File: src/telnet_refuser_banner_capture_top_assert.svh
// Assertion macros for the banner capture block.
`ifndef TELNET_REFUSER_BANNER_CAPTURE_TOP_ASSERT_SVH
`define TELNET_REFUSER_BANNER_CAPTURE_TOP_ASSERT_SVH

// Clocked check, disabled while reset is asserted.
`define TRBC_ASSERT(name, clk, rst_n, prop) \
  name: assert property (@(posedge clk) disable iff (!rst_n) prop) \
    else $error("check failed: %m");

// Same check, also evaluated during reset.
`define TRBC_ASSERT_ALWAYS(name, clk, prop) \
  name: assert property (@(posedge clk) prop) else $error("check failed: %m");

`endif

File: src/trbc_pkg.sv
`timescale 1ns / 1ps
`default_nettype none

package trbc_pkg;

  localparam int unsigned BannerCapacity = 2048;
  localparam int unsigned IndexW         = 12;
  localparam int unsigned TickW          = 17;
  localparam int unsigned LimitW         = 16;
  localparam int unsigned CfgIndexW      = 2;

  localparam logic [TickW-1:0] TickMax = {TickW{1'b1}};

  localparam logic [7:0] CodeIac  = 8'd255;
  localparam logic [7:0] CodeDont = 8'd254;
  localparam logic [7:0] CodeDo   = 8'd253;
  localparam logic [7:0] CodeWont = 8'd252;
  localparam logic [7:0] CodeWill = 8'd251;

  localparam logic [CfgIndexW-1:0] CfgConnectLimit = 2'd0;
  localparam logic [CfgIndexW-1:0] CfgIdleLimit    = 2'd1;

  typedef enum logic [1:0] {
    ModeOpen = 2'd0,
    ModeByte = 2'd1,
    ModeTick = 2'd2,
    ModePeer = 2'd3
  } mode_e;

  typedef enum logic [1:0] {
    KindBanner = 2'd0,
    KindReply  = 2'd1,
    KindClose  = 2'd2
  } kind_e;

  typedef enum logic [1:0] {
    ReasonPeer    = 2'd0,
    ReasonFull    = 2'd1,
    ReasonConnect = 2'd2,
    ReasonIdle    = 2'd3
  } reason_e;

  typedef enum logic [2:0] {
    PhText = 3'b001,
    PhIac  = 3'b010,
    PhCmd  = 3'b100
  } phase_e;

  // Results raised by one input transaction; reply triples differ only in the byte.
  typedef struct packed {
    logic [1:0]        cnt;
    kind_e             kind;
    logic [2:0][7:0]   bytes;
    logic [IndexW-1:0] index;
    logic              flag;
    reason_e           reason;
  } bundle_t;

endpackage

`default_nettype wire

File: src/trbc_session.sv
`timescale 1ns / 1ps
`default_nettype none

module trbc_session (
  input  wire logic                             clk_i,
  input  wire logic                             rst_ni,
  input  wire logic                             accept_i,
  input  wire logic [1:0]                       mode_i,
  input  wire logic [7:0]                       rx_byte_i,
  input  wire logic                             cfg_we_i,
  input  wire logic [trbc_pkg::CfgIndexW-1:0]   cfg_index_i,
  input  wire logic [trbc_pkg::LimitW-1:0]      cfg_data_i,
  output trbc_pkg::bundle_t                     bundle_o
);
  import trbc_pkg::*;

  logic [LimitW-1:0] connect_limit_q, idle_limit_q;

  logic              open_q, open_d;
  phase_e            phase_q, phase_d;
  logic [7:0]        pend_q, pend_d;
  logic [IndexW-1:0] count_q, count_d;
  logic              flag_q, flag_d;
  logic [TickW-1:0]  open_ticks_q, open_ticks_d;
  logic [TickW-1:0]  quiet_ticks_q, quiet_ticks_d;

  logic [TickW-1:0]  ot_inc, qt_inc;
  logic              close;
  reason_e           reason;
  logic [7:0]        answer;
  logic              refuse;
  mode_e             mode;

  assign mode   = mode_e'(mode_i);
  assign ot_inc = (open_ticks_q  == TickMax) ? open_ticks_q  : open_ticks_q  + 1'b1;
  assign qt_inc = (quiet_ticks_q == TickMax) ? quiet_ticks_q : quiet_ticks_q + 1'b1;

  always_comb begin
    open_d        = open_q;
    phase_d       = phase_q;
    pend_d        = pend_q;
    count_d       = count_q;
    flag_d        = flag_q;
    open_ticks_d  = open_ticks_q;
    quiet_ticks_d = quiet_ticks_q;
    close         = 1'b0;
    reason        = ReasonPeer;
    answer        = CodeWont;
    refuse        = 1'b0;

    bundle_o        = '0;
    bundle_o.kind   = KindBanner;
    bundle_o.reason = ReasonPeer;
    bundle_o.flag   = flag_q;

    case (mode)
      ModeOpen: begin
        open_d        = 1'b1;
        phase_d       = PhText;
        pend_d        = '0;
        count_d       = '0;
        flag_d        = 1'b0;
        open_ticks_d  = '0;
        quiet_ticks_d = '0;
      end
      ModePeer: begin
        if (open_q) begin
          close  = 1'b1;
          reason = ReasonPeer;
        end
      end
      ModeTick: begin
        if (open_q) begin
          open_ticks_d  = ot_inc;
          quiet_ticks_d = qt_inc;
          if (ot_inc > TickW'(connect_limit_q)) begin
            close  = 1'b1;
            reason = ReasonConnect;
          end else if (count_q != '0 && qt_inc > TickW'(idle_limit_q)) begin
            close  = 1'b1;
            reason = ReasonIdle;
          end
        end
      end
      ModeByte: begin
        if (open_q) begin
          case (phase_q)
            PhIac: begin
              quiet_ticks_d = '0;
              pend_d        = rx_byte_i;
              phase_d       = PhCmd;
            end
            PhCmd: begin
              quiet_ticks_d = '0;
              pend_d        = '0;
              phase_d       = PhText;
              if (pend_q == CodeWill || pend_q == CodeWont) begin
                refuse = 1'b1;
                answer = CodeDont;
              end else if (pend_q == CodeDo || pend_q == CodeDont) begin
                refuse = 1'b1;
                answer = CodeWont;
              end
              if (refuse) begin
                flag_d          = 1'b1;
                bundle_o.cnt    = 2'd3;
                bundle_o.kind   = KindReply;
                bundle_o.bytes  = {rx_byte_i, answer, CodeIac};
                bundle_o.flag   = 1'b1;
              end
            end
            default: begin
              if ({1'b0, count_q} >= (IndexW+1)'(BannerCapacity)) begin
                close  = 1'b1;
                reason = ReasonFull;
              end else begin
                quiet_ticks_d = '0;
                if (rx_byte_i == CodeIac) begin
                  phase_d = PhIac;
                end else begin
                  bundle_o.cnt      = 2'd1;
                  bundle_o.bytes[0] = rx_byte_i;
                  bundle_o.index    = count_q;
                  count_d           = count_q + 1'b1;
                end
              end
            end
          endcase
        end
      end
      default: ;
    endcase

    if (close) begin
      bundle_o.cnt    = 2'd1;
      bundle_o.kind   = KindClose;
      bundle_o.bytes  = '0;
      bundle_o.index  = count_q;
      bundle_o.flag   = flag_q;
      bundle_o.reason = reason;
      open_d        = 1'b0;
      phase_d       = PhText;
      pend_d        = '0;
      count_d       = '0;
      flag_d        = 1'b0;
      open_ticks_d  = '0;
      quiet_ticks_d = '0;
    end
  end

  always_ff @(posedge clk_i or negedge rst_ni) begin
    if (!rst_ni) begin
      connect_limit_q <= LimitW'(10);
      idle_limit_q    <= LimitW'(1);
    end else if (cfg_we_i) begin
      if (cfg_index_i == CfgConnectLimit) connect_limit_q <= cfg_data_i;
      if (cfg_index_i == CfgIdleLimit)    idle_limit_q    <= cfg_data_i;
    end
  end

  always_ff @(posedge clk_i or negedge rst_ni) begin
    if (!rst_ni) begin
      open_q        <= 1'b0;
      phase_q       <= PhText;
      pend_q        <= '0;
      count_q       <= '0;
      flag_q        <= 1'b0;
      open_ticks_q  <= '0;
      quiet_ticks_q <= '0;
    end else if (accept_i) begin
      open_q        <= open_d;
      phase_q       <= phase_d;
      pend_q        <= pend_d;
      count_q       <= count_d;
      flag_q        <= flag_d;
      open_ticks_q  <= open_ticks_d;
      quiet_ticks_q <= quiet_ticks_d;
    end
  end

endmodule

`default_nettype wire

File: src/trbc_out_seq.sv
`timescale 1ns / 1ps
`default_nettype none

module trbc_out_seq (
  input  wire logic                          clk_i,
  input  wire logic                          rst_ni,
  input  wire logic                          load_i,
  input  trbc_pkg::bundle_t                  bundle_i,
  output logic                               room_o,
  output logic                               out_valid_o,
  input  wire logic                          out_ready_i,
  output logic [1:0]                         kind_o,
  output logic [7:0]                         out_byte_o,
  output logic [trbc_pkg::IndexW-1:0]        byte_index_o,
  output logic                               telnet_seen_o,
  output logic [1:0]                         close_reason_o,
  output logic                               last_o
);
  import trbc_pkg::*;

  bundle_t    bundle_q;
  logic [1:0] left_q, left_d;
  logic [1:0] ptr_q, ptr_d;
  logic       take;

  assign out_valid_o = (left_q != 2'd0);
  assign take        = out_valid_o && out_ready_i;
  // Room for a new transaction once the final pending result leaves this cycle.
  assign room_o      = (left_q == 2'd0) || (left_q == 2'd1 && out_ready_i);

  always_comb begin
    left_d = left_q;
    ptr_d  = ptr_q;
    if (take) begin
      left_d = left_q - 2'd1;
      ptr_d  = ptr_q + 2'd1;
    end
    if (load_i) begin
      left_d = bundle_i.cnt;
      ptr_d  = 2'd0;
    end
  end

  always_ff @(posedge clk_i or negedge rst_ni) begin
    if (!rst_ni) begin
      left_q <= 2'd0;
      ptr_q  <= 2'd0;
    end else begin
      left_q <= left_d;
      ptr_q  <= ptr_d;
    end
  end

  always_ff @(posedge clk_i) begin
    if (load_i) bundle_q <= bundle_i;
  end

  always_comb begin
    case (ptr_q)
      2'd1:    out_byte_o = bundle_q.bytes[1];
      2'd2:    out_byte_o = bundle_q.bytes[2];
      default: out_byte_o = bundle_q.bytes[0];
    endcase
  end

  assign kind_o         = bundle_q.kind;
  assign byte_index_o   = bundle_q.index;
  assign telnet_seen_o  = bundle_q.flag;
  assign close_reason_o = bundle_q.reason;
  assign last_o         = (left_q == 2'd1);

endmodule

`default_nettype wire

File: src/telnet_refuser_banner_capture_top.sv
// Banner capture with telnet option refusal, one connection.
// Input channel (in_valid_i/in_ready_o) carries events: mode_i selects open,
// received byte (rx_byte_i), tick or peer end. Output channel
// (out_valid_o/out_ready_i) carries results: stored banner bytes, reply bytes
// for the peer and close reports. last_o marks the final result of an event.
// Results of an event are registered and appear in the cycle after its transaction.
// Throughput: one event per cycle while each yields at most one result and
// the receiver keeps out_ready_i high; a refused option yields three reply
// bytes and holds the input until the last of them leaves. Events that
// yield no result are still taken one per cycle.
// The result register decouples the sides: a new event is taken in the cycle
// its predecessor's final result leaves. When the receiver stalls, the
// pending result holds and the input stalls behind it.
// Configuration writes (cfg_we_i, cfg_index_i, cfg_data_i) land at once;
// index 0 is the connect limit, 1 the idle limit, others are ignored.
// Reset: no session open, limits 10 and 1, no result pending.
`timescale 1ns / 1ps
`default_nettype none

module telnet_refuser_banner_capture_top (
  input  wire logic                             clk_i,
  input  wire logic                             rst_ni,
  input  wire logic                             cfg_we_i,
  input  wire logic [trbc_pkg::CfgIndexW-1:0]   cfg_index_i,
  input  wire logic [trbc_pkg::LimitW-1:0]      cfg_data_i,
  input  wire logic                             in_valid_i,
  output logic                                  in_ready_o,
  input  wire logic [1:0]                       mode_i,
  input  wire logic [7:0]                       rx_byte_i,
  output logic                                  out_valid_o,
  input  wire logic                             out_ready_i,
  output logic [1:0]                            kind_o,
  output logic [7:0]                            out_byte_o,
  output logic [trbc_pkg::IndexW-1:0]           byte_index_o,
  output logic                                  telnet_seen_o,
  output logic [1:0]                            close_reason_o,
  output logic                                  last_o
);
  import trbc_pkg::*;

  `include "telnet_refuser_banner_capture_top_assert.svh"

  bundle_t bundle;
  logic    accept;

  assign accept = in_valid_i && in_ready_o;

  trbc_session u_session (
    .clk_i       (clk_i),
    .rst_ni      (rst_ni),
    .accept_i    (accept),
    .mode_i      (mode_i),
    .rx_byte_i   (rx_byte_i),
    .cfg_we_i    (cfg_we_i),
    .cfg_index_i (cfg_index_i),
    .cfg_data_i  (cfg_data_i),
    .bundle_o    (bundle)
  );

  trbc_out_seq u_out_seq (
    .clk_i          (clk_i),
    .rst_ni         (rst_ni),
    .load_i         (accept),
    .bundle_i       (bundle),
    .room_o         (in_ready_o),
    .out_valid_o    (out_valid_o),
    .out_ready_i    (out_ready_i),
    .kind_o         (kind_o),
    .out_byte_o     (out_byte_o),
    .byte_index_o   (byte_index_o),
    .telnet_seen_o  (telnet_seen_o),
    .close_reason_o (close_reason_o),
    .last_o         (last_o)
  );

  `TRBC_ASSERT_ALWAYS(a_ready_when_empty, clk_i, !out_valid_o |-> in_ready_o)
  `TRBC_ASSERT(a_reply_sets_flag, clk_i, rst_ni,
    (out_valid_o && kind_o == KindReply) |-> telnet_seen_o)
  `TRBC_ASSERT(a_close_byte_zero, clk_i, rst_ni,
    (out_valid_o && kind_o == KindClose) |-> (out_byte_o == 8'd0))
  `TRBC_ASSERT(a_banner_no_reason, clk_i, rst_ni,
    (out_valid_o && kind_o == KindBanner) |-> (close_reason_o == ReasonPeer && last_o))

endmodule

`default_nettype wire

File: config.mk
export PLATFORM = sky130hd
export DESIGN_NAME = telnet_refuser_banner_capture_top
export DESIGN_NICKNAME = d
export VERILOG_FILES = /design/src/trbc_pkg.sv /design/src/trbc_session.sv /design/src/trbc_out_seq.sv /design/src/telnet_refuser_banner_capture_top.sv
export VERILOG_INCLUDE_DIRS = /design/src /design/src/src
export SDC_FILE = /design/constraint.sdc
export NUM_CORES = 1
export LEC_CHECK = 0
export ABC_CLOCK_PERIOD_IN_PS = 8900
export BUFFER_PORTS_ARGS = -buffer_cell sky130_fd_sc_hd__buf_2
export CELL_PAD_IN_SITES_DETAIL_PLACEMENT = 1
export CELL_PAD_IN_SITES_GLOBAL_PLACEMENT = 2
export CORE_ASPECT_RATIO = 0.7
export CORE_MARGIN = 2
export CORE_UTILIZATION = 44
export CTS_BUF_LIST = sky130_fd_sc_hd__clkbuf_2 sky130_fd_sc_hd__clkbuf_4 sky130_fd_sc_hd__clkbuf_8
export CTS_CLUSTER_DIAMETER = 40
export CTS_CLUSTER_SIZE = 12
export DETAILED_ROUTE_END_ITERATION = 7
export GPL_TIMING_DRIVEN = 0
export PLACE_DENSITY = 0.95
export SYNTH_ARGS = -nofsm -noshare
export SYNTH_HDL_FRONTEND = slang
export SYNTH_HIERARCHICAL = 1
export SYNTH_SLANG_ARGS = --single-unit
export TNS_END_PERCENT = 1
File: constraint.sdc
create_clock -name clk_i -period 8.9 [get_ports clk_i]
set_input_delay 0.445 -clock clk_i [delete_from_list [all_inputs] [get_ports clk_i]]
set_output_delay 0.445 -clock clk_i [all_outputs]
set_load 0.005 [all_outputs]
* Yosys cells after proc, flatten, opt, wreduce, memory -nomap -nowiden
Index checks and enable logic that the tools add are counted.
Word-level totals: register bits after elaboration 136, input port bits 33, output and inout bits 28, logic and storage cells 158
Operators by class: add/sub/neg operators 5, $lt $le $gt $ge 3, equality and inequality tests 25, multiplexer cells 72, bitwise operators 4, reduce and logical (&&, ||, !) cells 30
Operators by type and width (count):
- $mux W17 | 9
- $mux W41 | 2
- $mux W12 | 6
- $pmux W8 S2 | 4
- $pmux W17 S3 | 1
- $mux W43 | 1
- $eq A8 B8 Y1 const B | 5
- $mux W20 | 2
- $add A17 B1 Y17 const B | 2
- $eq A17 B17 Y1 const B | 2
- $gt A17 B16 Y1 | 2
- $pmux W17 S2 | 1
- $mux W28 | 1
- $pmux W12 S2 | 1
- $mux W2 | 11
- $mux W1 | 20
- $mux W18 | 1
- $mux W8 | 2
- $add A12 B1 Y12 const B | 1
- $ge A12 B12 Y1 const B | 1
- $mux W3 | 4
- $pmux W3 S2 | 2
- $reduce_bool A12 Y1 | 1
- $reduce_and A5 Y1 | 2
- 30 further kinds | 55

* Longest topological paths before layout
Gate-level depths: netlist of run 1.
word-level depth 13, gate-level depth with buffers 23, depth with buffers taken out 19

* Hierarchy
The synthesis of run 1 kept the hierarchy.
Modules (own cells, without submodules):
- trbc_session | times used 1, cells an instance 657, area an instance 5883.1 µm², seq. area each 2282.2 µm²
- trbc_out_seq | times used 1, cells an instance 111, area an instance 1757.9 µm², seq. area each 1331.3 µm²
- telnet_refuser_banner_capture_top | times used 1, cells an instance 1, area an instance 6.3 µm², seq. area each 0.0 µm²

* Worst setup path before layout of run 1
OpenSTA, ideal clock, no wires.
path kind flip-flop to flip-flop, start register u_session.quiet_ticks_q[8], end register u_out_seq.left_q[0], setup time 0.184 ns, arrival 4.260 ns, required time 8.716 ns, path slack 4.457 ns, stages on the path, launching flop included 23, buffers on the path 3, period minus slack after synthesis 4.443 ns, cell sequence dfrtp_1 -> buf_6 -> and4_4 -> and4bb_4 -> nand3_1 -> nand3_1 -> nor3_1 -> nand4_1 -> xnor2_1 -> ha_1 -> nand3_1 -> a21oi_1 -> a2111oi_0 -> nand3_1 -> a31o_4 -> o31ai_4 -> inv_2 -> buf_6 -> a31oi_1 -> buf_2 -> nand2_1 -> nand2_1 -> o21ai_1
RTL lines:
- start: declaration | RTL line trbc_session.sv:25 | logic [TickW-1:0] quiet_ticks_q, quiet_ticks_d;
- start signal: assignment | RTL line trbc_session.sv:177 | quiet_ticks_q <= quiet_ticks_d;
- end signal: assignment | RTL line trbc_out_seq.sv:49 | left_q <= left_d;
- end: declaration | RTL line trbc_out_seq.sv:22 | logic [1:0] left_q, left_d;

* Final worst setup path of run 1
start register u_session.quiet_ticks_q[0], end register u_out_seq/bundle_q[33] in the netlist's numbering (data pin)
Between the ends: longest elaborated chain between the ends 9, elaborated cells between the ends (all ways) 10, those cells by class add/sub (1); order compare (1); eq/ne (1); mux (5); reduce/logical (2)
Ends and longest elaborated chain:
- $add A17 B1 Y17 / $eq A17 B17 Y1 (equally long branches) | RTL line trbc_session.sv:36 | assign qt_inc = (quiet_ticks_q == TickMax) ? quiet_ticks_q : quiet_ticks_q + 1'b1;
- $mux W17 (*) | RTL line trbc_session.sv:36
- $gt A17 B16 Y1 (*) | RTL line trbc_session.sv:79 | end else if (count_q != '0 && qt_inc > TickW'(idle_limit_q)) begin
- $logic_and A1 B1 Y1 (*) | RTL line trbc_session.sv:79
- $mux W1 (*) | RTL line trbc_session.sv:79
- $mux W1 (*) | RTL line trbc_session.sv:76 | if (ot_inc > TickW'(connect_limit_q)) begin
- $mux W1 (*) | RTL line trbc_session.sv:73 | if (open_q) begin
- $pmux W1 S3 (*) | RTL line trbc_session.sv:56 | case (mode)
- net u_session.close | RTL line trbc_session.sv:28 | logic close;
- $reduce_or A5 Y1 (no line) (*)
- end signal: assignment | RTL line trbc_out_seq.sv:55 | if (load_i) bundle_q <= bundle_i;
- end: declaration | RTL line trbc_out_seq.sv:21 | bundle_t bundle_q;
The timed path passes the listed nets; every way through them passes the cells marked *. A chain may end at the register's enable or synchronous reset.

==> flow_summary.toml, run 1 <==
[clock_tree]
cts_root_buf = "clkbuf_8"
worst_skew_pair.late_latency_ns = 0.46
cts_hold_buf = 1
postCtsSetupBuffers = 0
htree_levels = 4
clock-sinks = 136
cts_tree = "yes"
clockBufferDepth = 2
cts_resized = 0
clk_pin_slew_worst_paths_ns = 0.08
cts_made_buffers = 17

[die]
die_w_um = 162
num_io_pins = 61
die_h_um = 114
die_area_mm2 = 0.0185
start_util_pct = 44.8
core_mm2 = 0.0171
row_count = 40

[logic_synthesis]
synthCells = 769
synth.distinct_cells = 68
syn_avg_cell_area_um2 = 9.94
ys_warn_count = 6
syn_area_mm2 = 0.00765
synthArstFlopShare_pct = 69.9
ys_seq_area_share_pct = 47.3
ys_ff_latch = 136
synth_edf_count = 41
ys.flop_type = "dfrtp_1"
syn_nets = 846

[finish]
final_net_count = 928
final_cell_mix = "91 x dfrtp_1, 79 x nand2_1, 66 x buf_2"
stdcell_count = 1095
area_delta_synth_final_pct = 14.4
diodes = 0
final_common_cell = "dfrtp_1"
post-route-util_pct = 51.3
drive_gt1_share_pct = 20.7

[timing]
maxClockFrequency_mhz = 161
timing.hold.ws_ns = 0.247
relSlewSlack_pct = 34.0
hold_viol_final = 0
report.final.slew_viol_count = 0
fin_crit_sh_pct = 69.8
fin_skew_ns = 0.0172
rsz0062_at_grt = "false"
tightest_slew_ns = 0.982
setup_viol = 0
fin_crit_ns = 6.21
tns_ns = 0
layout_setup_ws_ns = 2.69

[critical_path]
worstSetupStartpoint = "u_session/quiet_ticks_q[0]$_DFFE_PN0P_"
worstPathArrival_ns = 6.53
cp_max_fo = 16
cp.required_ns = 9.22
critPathKind = "flop to flop"
startpoint_type = "flop"
worstSetupEndpointType = "flop"
regToRegStartpoint = "u_session/quiet_ticks_q[0]$_DFFE_PN0P_"

[job]
cap_violations = 0

[power]
leakagePower_nw = 3.95
vdd_ir_drop_max_mv = 0.0788
power_density_mw_per_mm2 = 242

[detailed_routing]
antenna_left = 0
drc = 0
wl_per_cell_um = 19.3
routed_wirelength_um = 21200
drtPass1Iterations = 4
vias = 6166
drtIter0Drc = 285
viasPerCell = 5.63

[placement]
portBuffers = 60
gp_congestion = 0.864
pre_cts_ws_ns = 2.99
dp_cells = 1062
place_hpwl_um = 15800

[min_path]
holdCritPathClass = "input pin to flop"
hp-start = "cfg_data_i[14]"

[global_route]
antenna_found_initial = 0
grt_pass1_vias = 6724
grt_overflow = 0
grt_max_degree = 61
grt_pass1_wl_um = 34800
grt_usage_pct = 24.2

[outcome]
status = "complete, no violations"
## worst paths after layout
check | slack (ns) | cells past startpoint | to
max in group asynchronous | 7.66 | 3 | u_session/idle_limit_q[0]$_DFFE_PN1P_
worst min-delay path | 0.25 | 2 | u_session/idle_limit_q[14]$_DFFE_PN0P_
worst max register to register | 2.69 | 18 | u_out_seq/bundle_q[33]$_DFFE_PP_
worst min register to register | 0.51 | 1 | u_session/idle_limit_q[5]$_DFFE_PN0P_
worst max-delay path | 2.69 | 18 | u_out_seq/bundle_q[33]$_DFFE_PP_
min in group asynchronous | 0.49 | 2 | u_session/connect_limit_q[13]$_DFFE_PN0P_
## cells by family (layout without fill, tap and decap cells)
group	after synthesis	count (layout)	share of synthesized area, %
xor gates and xnor gates	31	31	3.55
buffers and inverters	110	205	6.89
AOI/OAI and AO/OA	163	163	14.5
and+or+nand+nor	263	263	17.4
muxes	21	21	3.13
DFF	136	136	47.3
adders and majority gates	44	44	7.20
other	1	1	0.0490
## report_power, final
group	switching [mW]	internal, mW	leakage [nW]
registers	0.0863	0.797	1.61
logic	0.383	0.260	2.12
clock network	0.252	0.338	0.220
total	0.721	1.39	3.95
## stage by stage
step	total power, mW	instance area, um2
finish	2.12	8750
global route	2.25	8750
CTS	2.13	8750
detailed placement	1.53	8290
global placement	1.47	8240
floorplan	1.29	7650
## worst max-delay path: stages (launching register included)
cell	delay [ns]
dfrtp_1	0.45
ha_1	0.27
and3_1	0.21
nand3_1	0.20
nand3_1	0.19
nor3_1	0.79
nand4_1	0.21
xnor2_1	0.29
ha_1	0.30
nand3_1	0.17
a21oi_1	0.07
a2111oi_0	0.59
nand3_1	0.27
a31o_4	0.32
o31ai_4	0.41
inv_2	0.16
buf_6	0.19
nor2_1	0.75
and2_1	0.23
## metal layers
| metal | part of all wire, % | GRT usage (%) | wire [um] | up-vias |
|---|---|---|---|---|
| li1 | - | - | - | 2892 |
| met1 | 48 | 32.3 | 10100 | 3165 |
| met2 | 48 | 39.8 | 10200 | 85 |
| met3 | 3.1 | 5.72 | 651 | 24 |
| met4 | 1.2 | 6.37 | 244 | 0 |
| met5 | 0 | 0 | 0 | - |
## synth_stat cells (6+ instances only)
master	count	area share [%]
dfrtp_1	91	30
nand2_1	79	3.9
inv_1	58	2.8
nor2_1	53	2.6
ha_1	44	7.2
edfxtp_1	41	16
a21oi_1	34	2.2
o21ai_0	34	2.2
and2_1	24	2.0
buf_4	24	2.4
nand4_1	23	1.9
nand3_1	21	1.4
a22o_1	19	2.2
mux2_2	19	2.8
xnor2_1	19	2.2
a31o_2	17	1.9
clkbuf_1	17	0.83
nor3_1	17	1.1
and3_1	15	1.2
xor2_1	12	1.4
o211ai_1	11	1.1
a22oi_1	8	0.79
a31oi_1	8	0.65
buf_2	7	0.46
o21a_1	6	0.59
or3_1	6	0.49
or4_1	6	0.59
## layout make-up
cell class | instances | area (um2)
inverter | 60 | 225
clock buffer | 19 | 249
sequential | 136 | 3610
fill | 1937 | 8320
multi-input combinational | 523 | 3510
buffer | 50 | 302
clock inverter | 13 | 204
tap | 231 | 289
timing repair buffer | 63 | 360
## sequential cells by signal (all words and copies together), names as in the netlist
signal,cells
u_out_seq/bundle_q,24
u_session/connect_limit_q,16
u_out_seq/byte_index_o,12
u_session/count_q,12
u_session/open_q,1
u_out_seq/telnet_seen_o,1
u_session/phase_q,3
u_session/pend_q,8
u_out_seq/kind_o,2
u_session/idle_limit_q,16
u_out_seq/left_q,2
u_session/open_ticks_q,17
u_session/quiet_ticks_q,17
u_out_seq/close_reason_o,2
u_out_seq/ptr_q,2
u_session/flag_q,1
Note: power is estimated with default switching activity, not from simulation.
==> run 2, diff against run 1 <==
--- a/config.mk
+++ b/config.mk
@@ -6,19 +6,20 @@
 export SDC_FILE = /design/constraint.sdc
 export NUM_CORES = 1
 export LEC_CHECK = 0
-export ABC_CLOCK_PERIOD_IN_PS = 8900
+export ABC_AREA = 1
+export ABC_CLOCK_PERIOD_IN_PS = 6100
 export BUFFER_PORTS_ARGS = -buffer_cell sky130_fd_sc_hd__buf_2
 export CELL_PAD_IN_SITES_DETAIL_PLACEMENT = 1
 export CELL_PAD_IN_SITES_GLOBAL_PLACEMENT = 2
 export CORE_ASPECT_RATIO = 0.7
 export CORE_MARGIN = 2
-export CORE_UTILIZATION = 44
+export CORE_UTILIZATION = 37
 export CTS_BUF_LIST = sky130_fd_sc_hd__clkbuf_2 sky130_fd_sc_hd__clkbuf_4 sky130_fd_sc_hd__clkbuf_8
 export CTS_CLUSTER_DIAMETER = 40
 export CTS_CLUSTER_SIZE = 12
 export DETAILED_ROUTE_END_ITERATION = 7
 export GPL_TIMING_DRIVEN = 0
-export PLACE_DENSITY = 0.95
+export PLACE_DENSITY = 0.93
 export SYNTH_ARGS = -nofsm -noshare
 export SYNTH_HDL_FRONTEND = slang
 export SYNTH_HIERARCHICAL = 1
==> constraint.sdc (replaced) <==
create_clock -name clk_i -period 6.1 [get_ports clk_i]
set_input_delay 0.305 -clock clk_i [delete_from_list [all_inputs] [get_ports clk_i]]
set_output_delay 0.305 -clock clk_i [all_outputs]
set_load 0.005 [all_outputs]
==> run 2 against run 1 <==
  * Wire length is 9.4% higher
  * Clock skew rose by 0.0023 ns
  * Fmax grew 36%
  * Critical endpoint is now u_out_seq/left_q[0]$_DFFE_PN0P_
  * Register-to-register slack worse by 1.2 ns
  * Sequential share of layout area down 3.7 points
  * Sequential cell count is the same
  * Die area grew 31%
  * Count of clock-buffer cells in the layout down 1
  * Setup slack lost 1.2 ns
  * Synthesized cell count is 42% higher
  * Area after synthesis increased by 11%
  * Sequential power grew 38%
==> flow_summary.toml, run 2 <==
[finish]
diodes = 0
largest_reg_flops = 24
multiInputGateArea_mm2 = 0.00393
final_net_count = 1253
post-route-util_pct = 42.6
final_common_cell = "nand2_1"
reg_top3 = "u_out_seq/bundle_q: 24 flops, u_session/open_ticks_q: 17 flops, u_session/quiet_ticks_q: 17 flops"
final-seq-area_mm2 = 0.00361
drive_gt1_share_pct = 15.3
final_cell_mix = "326 x nand2_1, 135 x inv_1, 93 x nor2_1"
fillers = 2850
area_delta_synth_final_pct = 13.4
top_register = "u_out_seq/bundle_q"

[logic_synthesis]
synthArstFlopShare_pct = 69.9
ys_ff_latch = 136
synthXorXnorAreaFrac_pct = 2.90
synth_mux_area_share_pct = 0
syn_avg_cell_area_um2 = 7.74
ys_warn_count = 6
syn_area_mm2 = 0.00846
synth-adder-area-share_pct = 6.50
syn_nets = 1171
synth_top_area_cell = "dfrtp_1"
ys_seq_area_share_pct = 42.7
ys.flop_type = "dfrtp_1"
synth.distinct_cells = 47
synth_top_family_by_area = "simple AND/OR/NAND/NOR gates"
synth-compound-area-share_pct = 6.93
synth_edf_count = 41
synth-simple-area-share_pct = 30.0
synthCells = 1094
synth_common_cells = "326 x nand2_1, 136 x inv_1, 93 x nor2_1"
synthTopCellsByArea = "dfrtp_1 27%, edfxtp_1 15%, nand2_1 14%"
yosysTopAreaCellShare_pct = 26.9
yosysMostFrequentCell = "nand2_1"

[critical_path]
worstSetupEndpointType = "flop"
path_common_cell = "nand2_1"
slowest_delay_ns = 0.39
startpoint_type = "flop"
cp_max_fo = 10
worstPathArrival_ns = 4.93
cp.required_ns = 6.45
critPathKind = "flop to flop"
path_buf_inv = 3
crit_family = "simple AND/OR/NAND/NOR gates"
cpMaxStageDelayCell = "dfrtp_1"

[placement]
gp_congestion = 0.841
portBuffers = 60
place_hpwl_um = 17800

[clock_tree]
cts_tree = "yes"
clock-sinks = 136
cts_made_buffers = 17
worst_skew_pair.late_latency_ns = 0.47
clk_pin_slew_worst_paths_ns = 0.10
cts_root_buf = "clkbuf_8"
clockBufferDepth = 2
htree_levels = 4
postCtsSetupBuffers = 0

[job]
cap_violations = 0

[die]
start_util_pct = 37.5
row_count = 46
die_h_um = 131
die_area_mm2 = 0.0241
core_mm2 = 0.0226
die_w_um = 185
num_io_pins = 61

[detailed_routing]
wl_per_cell_um = 15.4
drtPass1Iterations = 4
viasPerCell = 4.84
antenna_left = 0
routed_wirelength_um = 23200
drtIter0Drc = 337
vias = 7266
drc = 0

[timing]
rsz0062_at_grt = "false"
relSlewSlack_pct = 56.0
fin_crit_ns = 4.57
report.final.slew_viol_count = 0
fin_crit_sh_pct = 75.0
setup_viol = 0
tns_ns = 0
hold_viol_final = 0
tightest_slew_ns = 0.660
maxClockFrequency_mhz = 219
fin_skew_ns = 0.0195

[global_route]
grt_pass1_wl_um = 38600
grt_overflow = 0
grt_max_degree = 51
grt_pass1_vias = 7470
antenna_found_initial = 0
grt_usage_pct = 20.4

[min_path]
holdCritPathClass = "input pin to flop"

[power]
leakagePower_nw = 4.79
power_density_mw_per_mm2 = 298
vdd_ir_drop_max_mv = 0.164

[outcome]
status = "complete, no violations"
run 2: cell types whose count changed in the layout (fill, tap and decap cells not counted), sizes merged, moves of 11 or more:
cell	change
nand2	+258
inv	+91
nor2	+46
nand3	+44
and2	-25
mux2	-20
a22o	-19
a31o	-18
a21oi	+15
and3	-14
o21ai	+12
nand4	+11
run 2: area by class of cell:
cell class	count	area share, %
timing repair buffer	63	3.75
clock inverter	14	1.51
inverter	147	5.77
multi-input combinational	754	40.9
clock buffer	18	2.51
buffer	57	3.84
tap	312	4.07
sequential	136	37.6
run 2: stage by stage:
step                      hold WS (ns)  std cells  total power [mW]  worst slack (ns)  area (um2)
after floorplan                0.00941       1094              1.80              2.48        8460
after global placement           0.458       1466              2.07              1.58        9160
after detailed placement         0.376       1468              2.12              1.60        9210
after CTS                       0.0771       1501              2.91              1.51        9600
after global routing            0.0861       1501              3.08              1.06        9600
final                            0.120       1501              2.86              1.53        9600
run 2: kinds of logic after synthesis:
kind of cell             count (synthesis)
AND/OR/NAND/NOR                        572
XOR/XNOR                                28
adder cells (fa/ha/maj)                 44
AO/OA/AOI/OAI                          109
flip-flops                             136
buffers and inverters                  204
other                                    1
run 2: layer usage:
layer / GRT usage, % / part of all wire, % / up-vias
li1: - / - / 3652
met1: 29.3 / 52 / 3535
met2: 32.3 / 45 / 65
met3: 3.30 / 1.8 / 14
met4: 5.14 / 1.0 / 0
met5: 0 / 0 / -
run 2: path summary, 6_finish.rpt:
| check | slack [ns] | startpoint | end | cells past startpoint |
|---|---|---|---|---|
| max | 1.53 | u_session/quiet_ticks_q[0]$_DFFE_PN0P_ | u_out_seq/left_q[0]$_DFFE_PN0P_ | 27 |
| min | 0.12 | cfg_data_i[8] | u_session/idle_limit_q[8]$_DFFE_PN0P_ | 3 |
| max reg2reg | 1.53 | u_session/quiet_ticks_q[0]$_DFFE_PN0P_ | u_out_seq/left_q[0]$_DFFE_PN0P_ | 27 |
| min reg2reg | 0.48 | u_session/quiet_ticks_q[16]$_DFFE_PN0P_ | u_session/quiet_ticks_q[16]$_DFFE_PN0P_ | 2 |
| max in group asynchronous | 4.96 | rst_ni | u_session/connect_limit_q[3]$_DFFE_PN1P_ | 3 |
| min in group asynchronous | 0.39 | rst_ni | u_session/open_ticks_q[10]$_DFFE_PN0P_ | 2 |
run 2: where the power goes:
part           switching [mW]  internal (mW)
logic                   0.555          0.323
clock network           0.400          0.370
registers              0.0928           1.12
run 2: timing repair:
action	in CTS	in global routing
resized for setup	0	0
hold buffers	1	0
hold endpoints to repair	43	0
run 2: worst min-delay path, delay by kind of cell:
family / cells / cell delay [ns]
compound gates: 1 / 0.09
buf+inv: 2 / 0.16
